<file path="src/rtl/websocket_frame_decoder_assert.svh">
// Assertion macros used by the frame decoder top level.
`ifndef WEBSOCKET_FRAME_DECODER_ASSERT_SVH
`define WEBSOCKET_FRAME_DECODER_ASSERT_SVH

// Consequent must hold in the same cycle as the antecedent.
`define WSFD_ASSERT_IMP(label, ante, cons) \
  label: assert property (@(posedge clk) disable iff (rst) (ante) |-> (cons)) \
    else $error("frame decoder same-cycle check failed");

// Consequent must hold in the cycle after the antecedent.
`define WSFD_ASSERT_NXT(label, ante, cons) \
  label: assert property (@(posedge clk) disable iff (rst) (ante) |=> (cons)) \
    else $error("frame decoder next-cycle check failed");

`endif

</file>
<file path="src/rtl/wsfd_pkg.sv">
// Types and constants of the WebSocket frame decoder.
package wsfd_pkg;

  localparam int RESULT_DEPTH = 4;

  localparam logic [1:0] KIND_PAYLOAD   = 2'd0;
  localparam logic [1:0] KIND_COMPLETE  = 2'd1;
  localparam logic [1:0] KIND_TRUNCATED = 2'd2;

  localparam logic [6:0] LEN_EXT16 = 7'd126;
  localparam logic [6:0] LEN_EXT64 = 7'd127;

  typedef enum logic [2:0] {
    PH_BYTE1   = 3'd0,
    PH_BYTE2   = 3'd1,
    PH_EXTLEN  = 3'd2,
    PH_KEY     = 3'd3,
    PH_PAYLOAD = 3'd4,
    PH_TRAILER = 3'd5
  } phase_t;

  typedef struct packed {
    logic [7:0] data_byte;
    logic       end_of_buffer;
  } in_t;

  typedef struct packed {
    logic [1:0]  kind;
    logic [7:0]  data;
    logic        fin;
    logic [2:0]  rsv;
    logic [3:0]  opcode;
    logic        masked;
    logic [63:0] frame_len;
    logic        last;
  } out_t;

  typedef struct packed {
    logic v0;
    logic v1;
    out_t r0;
    out_t r1;
  } gen_t;

endpackage

</file>
<file path="src/rtl/wsfd_parser.sv">
// Frame header state machine, payload unmasking and result generation.
module wsfd_parser (
  input  logic           clk,
  input  logic           rst,
  input  logic           accept,
  input  wsfd_pkg::in_t  item,
  output wsfd_pkg::gen_t gen
);

  wsfd_pkg::phase_t phase, phase_adv, phase_next;
  logic [7:0]  header_bits, header_adv, header_next;
  logic        mask_flag, mask_adv, mask_next;
  logic [63:0] length_value, length_adv, length_next;
  logic [3:0]  bytes_left, bytes_left_adv, bytes_left_next, bytes_left_dec;
  logic [31:0] mask_key, mask_key_adv, mask_key_next;
  logic [63:0] payload_index, index_adv, index_next, index_inc;
  logic [6:0]  len7;

  logic        pay, complete, trunc;
  logic [7:0]  key_byte, pay_data;
  wsfd_pkg::out_t hdr_res, pay_res, comp_res, trunc_res;

  assign len7           = item.data_byte[6:0];
  assign bytes_left_dec = bytes_left - 4'd1;
  assign index_inc      = payload_index + 64'd1;

  always_comb begin
    phase_adv      = phase;
    header_adv     = header_bits;
    mask_adv       = mask_flag;
    length_adv     = length_value;
    bytes_left_adv = bytes_left;
    mask_key_adv   = mask_key;
    index_adv      = payload_index;
    unique case (phase)
      wsfd_pkg::PH_BYTE1: begin
        header_adv = item.data_byte;
        phase_adv  = wsfd_pkg::PH_BYTE2;
      end
      wsfd_pkg::PH_BYTE2: begin
        mask_adv = item.data_byte[7];
        if (len7 == wsfd_pkg::LEN_EXT16) begin
          length_adv     = '0;
          bytes_left_adv = 4'd2;
          phase_adv      = wsfd_pkg::PH_EXTLEN;
        end else if (len7 == wsfd_pkg::LEN_EXT64) begin
          length_adv     = '0;
          bytes_left_adv = 4'd8;
          phase_adv      = wsfd_pkg::PH_EXTLEN;
        end else begin
          length_adv = {57'd0, len7};
          if (item.data_byte[7]) begin
            bytes_left_adv = 4'd4;
            mask_key_adv   = '0;
            phase_adv      = wsfd_pkg::PH_KEY;
          end else begin
            index_adv = '0;
            phase_adv = (len7 == 7'd0) ? wsfd_pkg::PH_TRAILER : wsfd_pkg::PH_PAYLOAD;
          end
        end
      end
      wsfd_pkg::PH_EXTLEN: begin
        length_adv     = {length_value[55:0], item.data_byte};
        bytes_left_adv = bytes_left_dec;
        if (bytes_left_dec == 4'd0) begin
          if (mask_flag) begin
            bytes_left_adv = 4'd4;
            mask_key_adv   = '0;
            phase_adv      = wsfd_pkg::PH_KEY;
          end else begin
            index_adv = '0;
            phase_adv = ({length_value[55:0], item.data_byte} == 64'd0) ?
                        wsfd_pkg::PH_TRAILER : wsfd_pkg::PH_PAYLOAD;
          end
        end
      end
      wsfd_pkg::PH_KEY: begin
        mask_key_adv   = {mask_key[23:0], item.data_byte};
        bytes_left_adv = bytes_left_dec;
        if (bytes_left_dec == 4'd0) begin
          index_adv = '0;
          phase_adv = (length_value == 64'd0) ? wsfd_pkg::PH_TRAILER : wsfd_pkg::PH_PAYLOAD;
        end
      end
      wsfd_pkg::PH_PAYLOAD: begin
        index_adv = index_inc;
        if (index_inc == length_value) begin
          phase_adv = wsfd_pkg::PH_TRAILER;
        end
      end
      wsfd_pkg::PH_TRAILER: begin
        phase_adv = wsfd_pkg::PH_TRAILER;
      end
      default: begin
        phase_adv = phase;
      end
    endcase
  end

  always_comb begin
    if (item.end_of_buffer) begin
      phase_next      = wsfd_pkg::PH_BYTE1;
      header_next     = '0;
      mask_next       = 1'b0;
      length_next     = '0;
      bytes_left_next = '0;
      mask_key_next   = '0;
      index_next      = '0;
    end else begin
      phase_next      = phase_adv;
      header_next     = header_adv;
      mask_next       = mask_adv;
      length_next     = length_adv;
      bytes_left_next = bytes_left_adv;
      mask_key_next   = mask_key_adv;
      index_next      = index_adv;
    end
  end

  always_comb begin
    case (payload_index[1:0])
      2'd0:    key_byte = mask_key[31:24];
      2'd1:    key_byte = mask_key[23:16];
      2'd2:    key_byte = mask_key[15:8];
      default: key_byte = mask_key[7:0];
    endcase
    pay_data = mask_flag ? (item.data_byte ^ key_byte) : item.data_byte;

    pay      = (phase == wsfd_pkg::PH_PAYLOAD);
    complete = (phase_adv == wsfd_pkg::PH_TRAILER) && (phase != wsfd_pkg::PH_TRAILER);
    trunc    = item.end_of_buffer && (phase_adv != wsfd_pkg::PH_TRAILER);

    hdr_res.kind      = wsfd_pkg::KIND_PAYLOAD;
    hdr_res.data      = '0;
    hdr_res.fin       = header_adv[7];
    hdr_res.rsv       = header_adv[6:4];
    hdr_res.opcode    = header_adv[3:0];
    hdr_res.masked    = mask_adv;
    hdr_res.frame_len = length_adv;
    hdr_res.last      = 1'b0;

    pay_res      = hdr_res;
    pay_res.data = pay_data;

    comp_res      = hdr_res;
    comp_res.kind = wsfd_pkg::KIND_COMPLETE;
    comp_res.last = 1'b1;

    trunc_res      = '0;
    trunc_res.kind = wsfd_pkg::KIND_TRUNCATED;
    trunc_res.last = 1'b1;

    gen.v0 = pay || complete || trunc;
    gen.v1 = pay && (complete || trunc);
    gen.r0 = pay ? pay_res : (complete ? comp_res : trunc_res);
    gen.r1 = complete ? comp_res : trunc_res;
  end

  always_ff @(posedge clk) begin
    if (rst) begin
      phase         <= wsfd_pkg::PH_BYTE1;
      header_bits   <= '0;
      mask_flag     <= 1'b0;
      length_value  <= '0;
      bytes_left    <= '0;
      mask_key      <= '0;
      payload_index <= '0;
    end else if (accept) begin
      phase         <= phase_next;
      header_bits   <= header_next;
      mask_flag     <= mask_next;
      length_value  <= length_next;
      bytes_left    <= bytes_left_next;
      mask_key      <= mask_key_next;
      payload_index <= index_next;
    end
  end

endmodule

</file>
<file path="src/rtl/wsfd_result_fifo.sv">
// Result queue that takes up to two result items per cycle and hands out one.
module wsfd_result_fifo #(
  parameter int DEPTH = wsfd_pkg::RESULT_DEPTH
) (
  input  logic           clk,
  input  logic           rst,
  input  logic           accept,
  input  wsfd_pkg::gen_t gen,
  input  logic           pop,
  output logic           room,
  output logic           not_empty,
  output wsfd_pkg::out_t head
);

  localparam int PW = (DEPTH > 1) ? $clog2(DEPTH) : 1;
  localparam int CW = $clog2(DEPTH + 1);

  wsfd_pkg::out_t mem [DEPTH];
  logic [PW-1:0] wr_ptr, wr_ptr1, wr_ptr2, rd_ptr, rd_ptr1, wr_ptr_next;
  logic [CW-1:0] count, count_next;
  logic          push0, push1;

  assign push0 = accept && gen.v0;
  assign push1 = accept && gen.v1;

  assign wr_ptr1 = (wr_ptr == PW'(DEPTH - 1)) ? '0 : wr_ptr + PW'(1);
  assign wr_ptr2 = (wr_ptr1 == PW'(DEPTH - 1)) ? '0 : wr_ptr1 + PW'(1);
  assign rd_ptr1 = (rd_ptr == PW'(DEPTH - 1)) ? '0 : rd_ptr + PW'(1);

  assign wr_ptr_next = push1 ? wr_ptr2 : (push0 ? wr_ptr1 : wr_ptr);
  assign count_next  = count + CW'(push0) + CW'(push1) - CW'(pop);

  assign room      = (count <= CW'(DEPTH - 2));
  assign not_empty = (count != '0);
  assign head      = mem[rd_ptr];

  always_ff @(posedge clk) begin
    if (push0) begin
      mem[wr_ptr] <= gen.r0;
    end
    if (push1) begin
      mem[wr_ptr1] <= gen.r1;
    end
  end

  always_ff @(posedge clk) begin
    if (rst) begin
      wr_ptr <= '0;
      rd_ptr <= '0;
      count  <= '0;
    end else begin
      wr_ptr <= wr_ptr_next;
      count  <= count_next;
      if (pop) begin
        rd_ptr <= rd_ptr1;
      end
    end
  end

endmodule

</file>
<file path="src/rtl/websocket_frame_decoder.sv">
// WebSocket frame decoder top level: byte parser feeding a result queue.
// The decoder takes one byte per clock while in_ready is high and parses one RFC 6455
// frame from the start of each buffer, giving one payload byte result per payload byte,
// a completion result after the last payload byte and a truncation result when the
// buffer ends early. A byte is taken in the cycle it arrives whenever the result queue
// (FIFO_DEPTH entries, at least two) has two free entries; its results are registered
// into the queue. The output side moves one result per cycle while out_ready is high, so
// a byte that gives two results (the last payload byte with its completion, or a payload
// byte that ends the buffer early) is queued; the input stalls without two free entries.
module websocket_frame_decoder #(
  parameter int FIFO_DEPTH = wsfd_pkg::RESULT_DEPTH
) (
  input  logic           clk,
  input  logic           rst,
  input  logic           in_valid,
  output logic           in_ready,
  input  wsfd_pkg::in_t  in_item,
  output logic           out_valid,
  input  logic           out_ready,
  output wsfd_pkg::out_t out_item
);

  `include "websocket_frame_decoder_assert.svh"

  logic           in_fire;
  logic           out_fire;
  wsfd_pkg::gen_t gen;

  assign in_fire  = in_valid && in_ready;
  assign out_fire = out_valid && out_ready;

  wsfd_parser u_parser (
    .clk    (clk),
    .rst    (rst),
    .accept (in_fire),
    .item   (in_item),
    .gen    (gen)
  );

  wsfd_result_fifo #(
    .DEPTH (FIFO_DEPTH)
  ) u_fifo (
    .clk       (clk),
    .rst       (rst),
    .accept    (in_fire),
    .gen       (gen),
    .pop       (out_fire),
    .room      (in_ready),
    .not_empty (out_valid),
    .head      (out_item)
  );

  `WSFD_ASSERT_IMP(a_second_after_first, in_fire && gen.v1, gen.v0 && gen.r1.last)
  `WSFD_ASSERT_NXT(a_result_shows, in_fire && gen.v0, out_valid)
  `WSFD_ASSERT_IMP(a_payload_not_last,
                   out_valid && (out_item.kind == wsfd_pkg::KIND_PAYLOAD),
                   !out_item.last)
  `WSFD_ASSERT_IMP(a_trunc_no_header,
                   out_valid && (out_item.kind == wsfd_pkg::KIND_TRUNCATED),
                   out_item.last && (out_item.frame_len == 64'd0))

endmodule

</file>
<file path="config.mk">
export PLATFORM = sky130hd
export DESIGN_NAME = websocket_frame_decoder
export DESIGN_NICKNAME = d
export VERILOG_FILES = /design/src/rtl/wsfd_pkg.sv /design/src/rtl/wsfd_parser.sv /design/src/rtl/wsfd_result_fifo.sv /design/src/rtl/websocket_frame_decoder.sv
export VERILOG_INCLUDE_DIRS = /design/src /design/src/rtl
export SDC_FILE = /design/constraint.sdc
export NUM_CORES = 1
export LEC_CHECK = 0
export BUFFER_PORTS_ARGS = -buffer_cell sky130_fd_sc_hd__buf_2
export CAP_MARGIN = 20
export CORE_MARGIN = 4
export CORE_UTILIZATION = 61
export DETAILED_ROUTE_END_ITERATION = 12
export PLACE_DENSITY = 0.89
export SLEW_MARGIN = 0
export SYNTH_ARGS = -nofsm -noshare
export SYNTH_HDL_FRONTEND = slang
export SYNTH_SLANG_ARGS = --single-unit
</file>
<file path="constraint.sdc">
create_clock -name clk -period 11.1 [get_ports clk]
set_input_delay 0 -clock clk [delete_from_list [all_inputs] [get_ports clk]]
set_output_delay 0 -clock clk [all_outputs]
set_load 0.05 [all_outputs]
</file>
Word level (Yosys, flattened, before mapping) --
Memories as Yosys holds them, arrays and structs flattened. A register that Yosys moved wholly into a read port is not among the register bits. Cells that the tools add are included.
Cells by class: $add $sub $neg 8, $lt $le $gt $ge 1, equal/unequal tests 25, multiplexer cells 57, bitwise operators 1, reductions and logical operators 23
Operator list (count):
- 64-bit 2-to-1 mux | 9
- 64-bit one-hot mux with 4 select lines | 1
- 32-bit 2-to-1 mux | 6
- 84-bit 2-to-1 mux | 2
- 64-bit logical NOT | 2
- 64-bit one-hot mux with 2 select lines | 1
- 32-bit one-hot mux with 3 select lines | 1
- 64-bit by 1-bit adder with 64-bit output (second input constant) | 1
- 64-bit equality test | 1
- 3-bit 2-to-1 mux | 8
- 4-bit 2-to-1 mux | 6
- 8-bit 2-to-1 mux | 3
- 8-bit one-hot mux with 3 select lines | 1
- 3-bit != test (second input constant) | 7
- 3-bit one-hot mux with 6 select lines | 1
- 7-bit equality test (second input constant) | 2
- 2-bit 2-to-1 mux | 7
- 4-bit one-hot mux with 3 select lines | 1
- 3-bit equality test (second input constant) | 3
- 1-bit 2-to-1 mux | 9
- 3-bit by 2-bit != test with 1-bit output (second input constant) | 3
- 2-bit equality test (second input constant) | 4
- 8-bit AND reduction | 1
- 8-bit XOR | 1
- 22 further kinds | 34
Word-level totals: register bits 183, bits in writable memories 336, input port bits 13, memories kept 1
Memory list:
- u_fifo.mem | depth 4, bits a word 84, rd ports 1, clocked after memory_dff 1, write ports 2, line wsfd_result_fifo.sv:18 | wsfd_pkg::out_t mem [DEPTH];

Logic depth before layout (Yosys ltp) --
word-level depth 14, mapped depth 19, gate-level depth less buffers 16

Hierarchy --
Synthesis repeated with hierarchy kept, for this count alone.
Second synthesis, totals: cell total of the unflattened synthesis 2639, area total of the unflattened synthesis 30406.7 µm²
Modules (own cells, without submodules):
- wsfd_result_fifo | times used 1, cells each 874, area an instance 17499.3 µm²
- wsfd_parser | times used 1, cells each 1763, area an instance 12894.9 µm²
- websocket_frame_decoder | times used 1, cells each 2, area an instance 12.5 µm²

Worst setup path after synthesis --
No wires, ideal clock.
path kind register -> register, from reg u_parser.payload_index[0], to mem u_fifo.mem[2][10] in the netlist's numbering, enable pin, setup time 0.435 ns, arrival 5.232 ns, setup slack 5.433 ns, stages on the path, launching flop included 14, path buffers 2, cell sequence dfxtp_1 -> ha_1 -> nand3_4 -> or4_1 -> clkbuf_1 -> nor3_1 -> nand3_1 -> or4_1 -> xnor2_1 -> nor4_2 -> and3_1 -> buf_4 -> o21ai_0 -> nand2_1
RTL lines:
- start, declared | line wsfd_parser.sv:16 | logic [63:0] payload_index, index_adv, index_next, index_inc;
- start signal, assigned | line wsfd_parser.sv:175 | payload_index <= index_next;
- end, declared | line wsfd_result_fifo.sv:18

==> out/qor.yml <==
arrival_ns: 6.84
gp_congestion: 0.995
power.leakage_uw: 0.00904
yosys_warnings: 0
relSlewSlack_pct: 21.9
cp-end-kind: "register"
drive_gt1_share_pct: 13.0
rows: 76
dr.pass1.iters: 7
cp_max_fo: 71
drv_cap: 0
grt_pass1_wl_mm: 126
vias: 22700
start_kind: "register"
ys.flop_type: "edfxtp_1"
max_stage_delay_ns: 0.79
cts-resized-gates: 0
cts.sinks: 521
cp_top_family: "simple AND/OR/NAND/NOR gates"
grt_usage_pct: 33.8
place_hpwl_mm: 50.0
required_ns: 11.31
vias_per_cell: 7.21
port_buffers: 98
ys_seq_elements: 521
rsz0062_at_grt: "false"
crit_cells: 12
path_cells: "ha_1 > nand3_4 > or4_1 > nor3_1 > nand3_1 > or4_1 > xnor2_1 > nor4_2 > and3_1 > a21boi_1 > inv_2 > buf_4"
hold_class: "in -> reg"
cp-endpoint: "u_fifo.mem[0][45]"
antenna_found_initial: 1
synthArstFlopShare_pct: 0
insertion_delay_ns: 0.60
grt_overflow: 0
die_h_microns: 216
post-cts-setup-buffer-count: 0
cts_tree: "done"
setup_violations: 0
setup-tns-final_ns: 0
reg2regPathDepth: 12
hold_buffers: 17
vdd_drop_max_uv: 181
syn_to_final_growth_pct: 9.20
core_sq_um: 43000
ant_nets: 0
cts_buffer_depth: 3
htreeDepth: 2
synth-edff-count: 300
syn_nets: 2591
worst-path-buf-inv: 2
finalHoldViolations: 0
antenna_cells: 0
slew_violations: 0
die_x_microns: 216
min_period_ns: 6.62
syn-instance-count: 2562
cp_slowest_cell: "buf_4"
outcome: "finished, final reports clean"
startpoint: "u_parser.payload_index[0]"
nFillCells: 3103
grt_pass1_vias: 21600
timing.rr.end: "u_fifo.mem[0][45]"
dr.first_iter.drc_count: 3678
rrSetupSlack_ns: 4.48
cts.clk_slew.worst_paths_ns: 0.06
fin_nets: 2557
start_util_pct: 61.6
syn_area_per_cell_sq_um: 10.3
netlist_area_sq_um: 26500
io-pin-count: 99
drc: 0
worstSetupPathType: "reg -> reg"
whs_ns: 0.0336
dieArea_sq_um: 46800
crit_top_cell: "or4_1"
worst_pin_slew_ns: 1.17
finalCritPeriodShare_pct: 59.7
clock-root-buffer: "clkbuf_16"
p_per_area_nw_per_um2: 185
r2r_start: "u_parser.payload_index[0]"
routed_wl_mm: 81.8
grt_max_degree: 84
synth_cell_types: 77
seq_area_frac_synth_pct: 50.7
timing.fmax_mhz: 151
cts_buffers: 51
skew_ns: 0.0171
wire_per_inst_microns: 26.0
cells by family after synthesis:
group                    share of synthesized area, %
XOR/XNOR                                         3.34
AND/OR/NAND/NOR                                  14.5
AO/OA/AOI/OAI                                    18.7
flip-flops                                       50.7
adder cells (fa/ha/maj)                         0.812
multiplexers                                     7.72
buffers and inverters                            4.18
stage by stage:
stage                     total power, uW  std cells  util, %  instance area [sq um]  worst slack (ns)
final                                5340       3150     67.3                  28900              4.48
after global routing                 5500       3150     67.3                  28900              4.13
after CTS                            5320       3148     67.2                  28900              4.62
after detailed placement             3550       3041     62.8                  27000              4.65
after global placement               3520       3041     62.8                  27000              4.86
after floorplan                      3240       2562        -                  26500              5.43
Yosys cell counts, types with 4 or more instances:
cell | instances | area share (%)
or2_2 | 4 | 0.094
a22o_1 | 73 | 2.4
o21ai_1 | 4 | 0.076
nand4b_1 | 7 | 0.23
or4_1 | 24 | 0.68
buf_2 | 19 | 0.36
a21oi_1 | 383 | 7.2
o21ai_0 | 94 | 1.8
inv_1 | 22 | 0.31
and4_1 | 17 | 0.56
nand2_1 | 205 | 2.9
a31oi_1 | 85 | 2.0
clkbuf_1 | 176 | 2.5
xor2_1 | 39 | 1.3
and2_1 | 10 | 0.24
nand4_1 | 43 | 1.0
nand2b_1 | 6 | 0.14
buf_1 | 24 | 0.34
mux4_2 | 84 | 7.1
xnor2_1 | 62 | 2.1
dfxtp_1 | 221 | 17
and3_1 | 17 | 0.40
a21o_1 | 9 | 0.26
nand3_1 | 80 | 1.5
o211ai_1 | 6 | 0.17
buf_6 | 14 | 0.60
nor2b_1 | 22 | 0.52
nor3_1 | 43 | 0.81
a32o_1 | 16 | 0.60
nor2_1 | 175 | 2.5
nor4_1 | 41 | 0.97
mux2_2 | 11 | 0.47
ha_1 | 14 | 0.66
or3_1 | 36 | 0.85
a211oi_1 | 13 | 0.37
a22oi_1 | 74 | 2.1
a222oi_1 | 8 | 0.30
edfxtp_1 | 300 | 34
nand3b_1 | 19 | 0.54
sequential cells by signal, indices dropped and copies added (netlist names), named ones only:
signal and count:
u_parser.payload_index 64, u_parser.header_bits 8, u_parser.mask_key 32, u_parser.mask_flag 1, u_parser.length_value 64, u_fifo.wr_ptr 2, u_fifo.mem 336, u_fifo.rd_ptr 2
u_fifo.count 3, u_parser.bytes_left 4, u_parser.phase 3
layout make-up:
cell class	instances	area (sq um)	share of cell area (%)
well taps	585	732	2.53
inverters	23	86.3	0.298
repair buffers	149	942	3.26
clock inverters	26	349	1.21
clock buffers	64	1370	4.72
flip-flops and latches	521	13400	46.5
multi-input cells	1782	12000	41.5
worst reg2reg max path: cells and delay by family, from the launching register on:
family,cells,cell delay [ns]
AOI/OAI and AO/OA,1,0.37
buffers and inverters,2,1.01
adders and majority gates,1,0.67
DFF,1,0.47
and+or+nand+nor,7,3.46
xor gates and xnor gates,1,0.17
per-layer routing:
metal | track usage (%) | routed length, microns | share of wire, %
met4 | 10.4 | 2310 | 2.8
met3 | 7.63 | 9900 | 12
met1 | 47.4 | 31100 | 38
met5 | 0 | 13 | 0.016
met2 | 53.3 | 38500 | 47
worst min-delay path by stage:
| stage | depth (start not counted) | start | slack, ns | endpoint |
|---|---|---|---|---|
| finish | 5 | in_valid | 0.03 | u_parser.header_bits[3] |
| global route | 5 | in_valid | 0.04 | u_parser.header_bits[3] |
| CTS | 5 | in_valid | 0.004 | u_parser.header_bits[3] |
| detailed placement | 3 | in_item[3] | 0.40 | u_parser.mask_key[2] |
| global placement | 4 | out_ready | 0.36 | register |
| floorplan | 2 | in_item[1] | 0.15 | u_parser.length_value[0] |
power by group:
part / leakage, uW / internal [uW] / switching [uW]
Sequential: 0.00460 / 2150 / 88.6
Clock: 0.000830 / 1060 / 752
Combinational: 0.00361 / 355 / 933
cells in the final DEF (no fill, tap or decap), types with 62 or more instances in the layout:
| cell | n |
|---|---|
| dfxtp_1 | 219 |
| xnor2_1 | 62 |
| mux4_2 | 84 |
| a22o_1 | 73 |
| buf_2 | 97 |
| nor2_1 | 174 |
| nand3_1 | 77 |
| a22oi_1 | 74 |
| a21oi_1 | 383 |
| nand2_1 | 204 |
| a31oi_1 | 85 |
| o21ai_0 | 94 |
| edfxtp_1 | 300 |
Power figures use the tool's default switching activity.
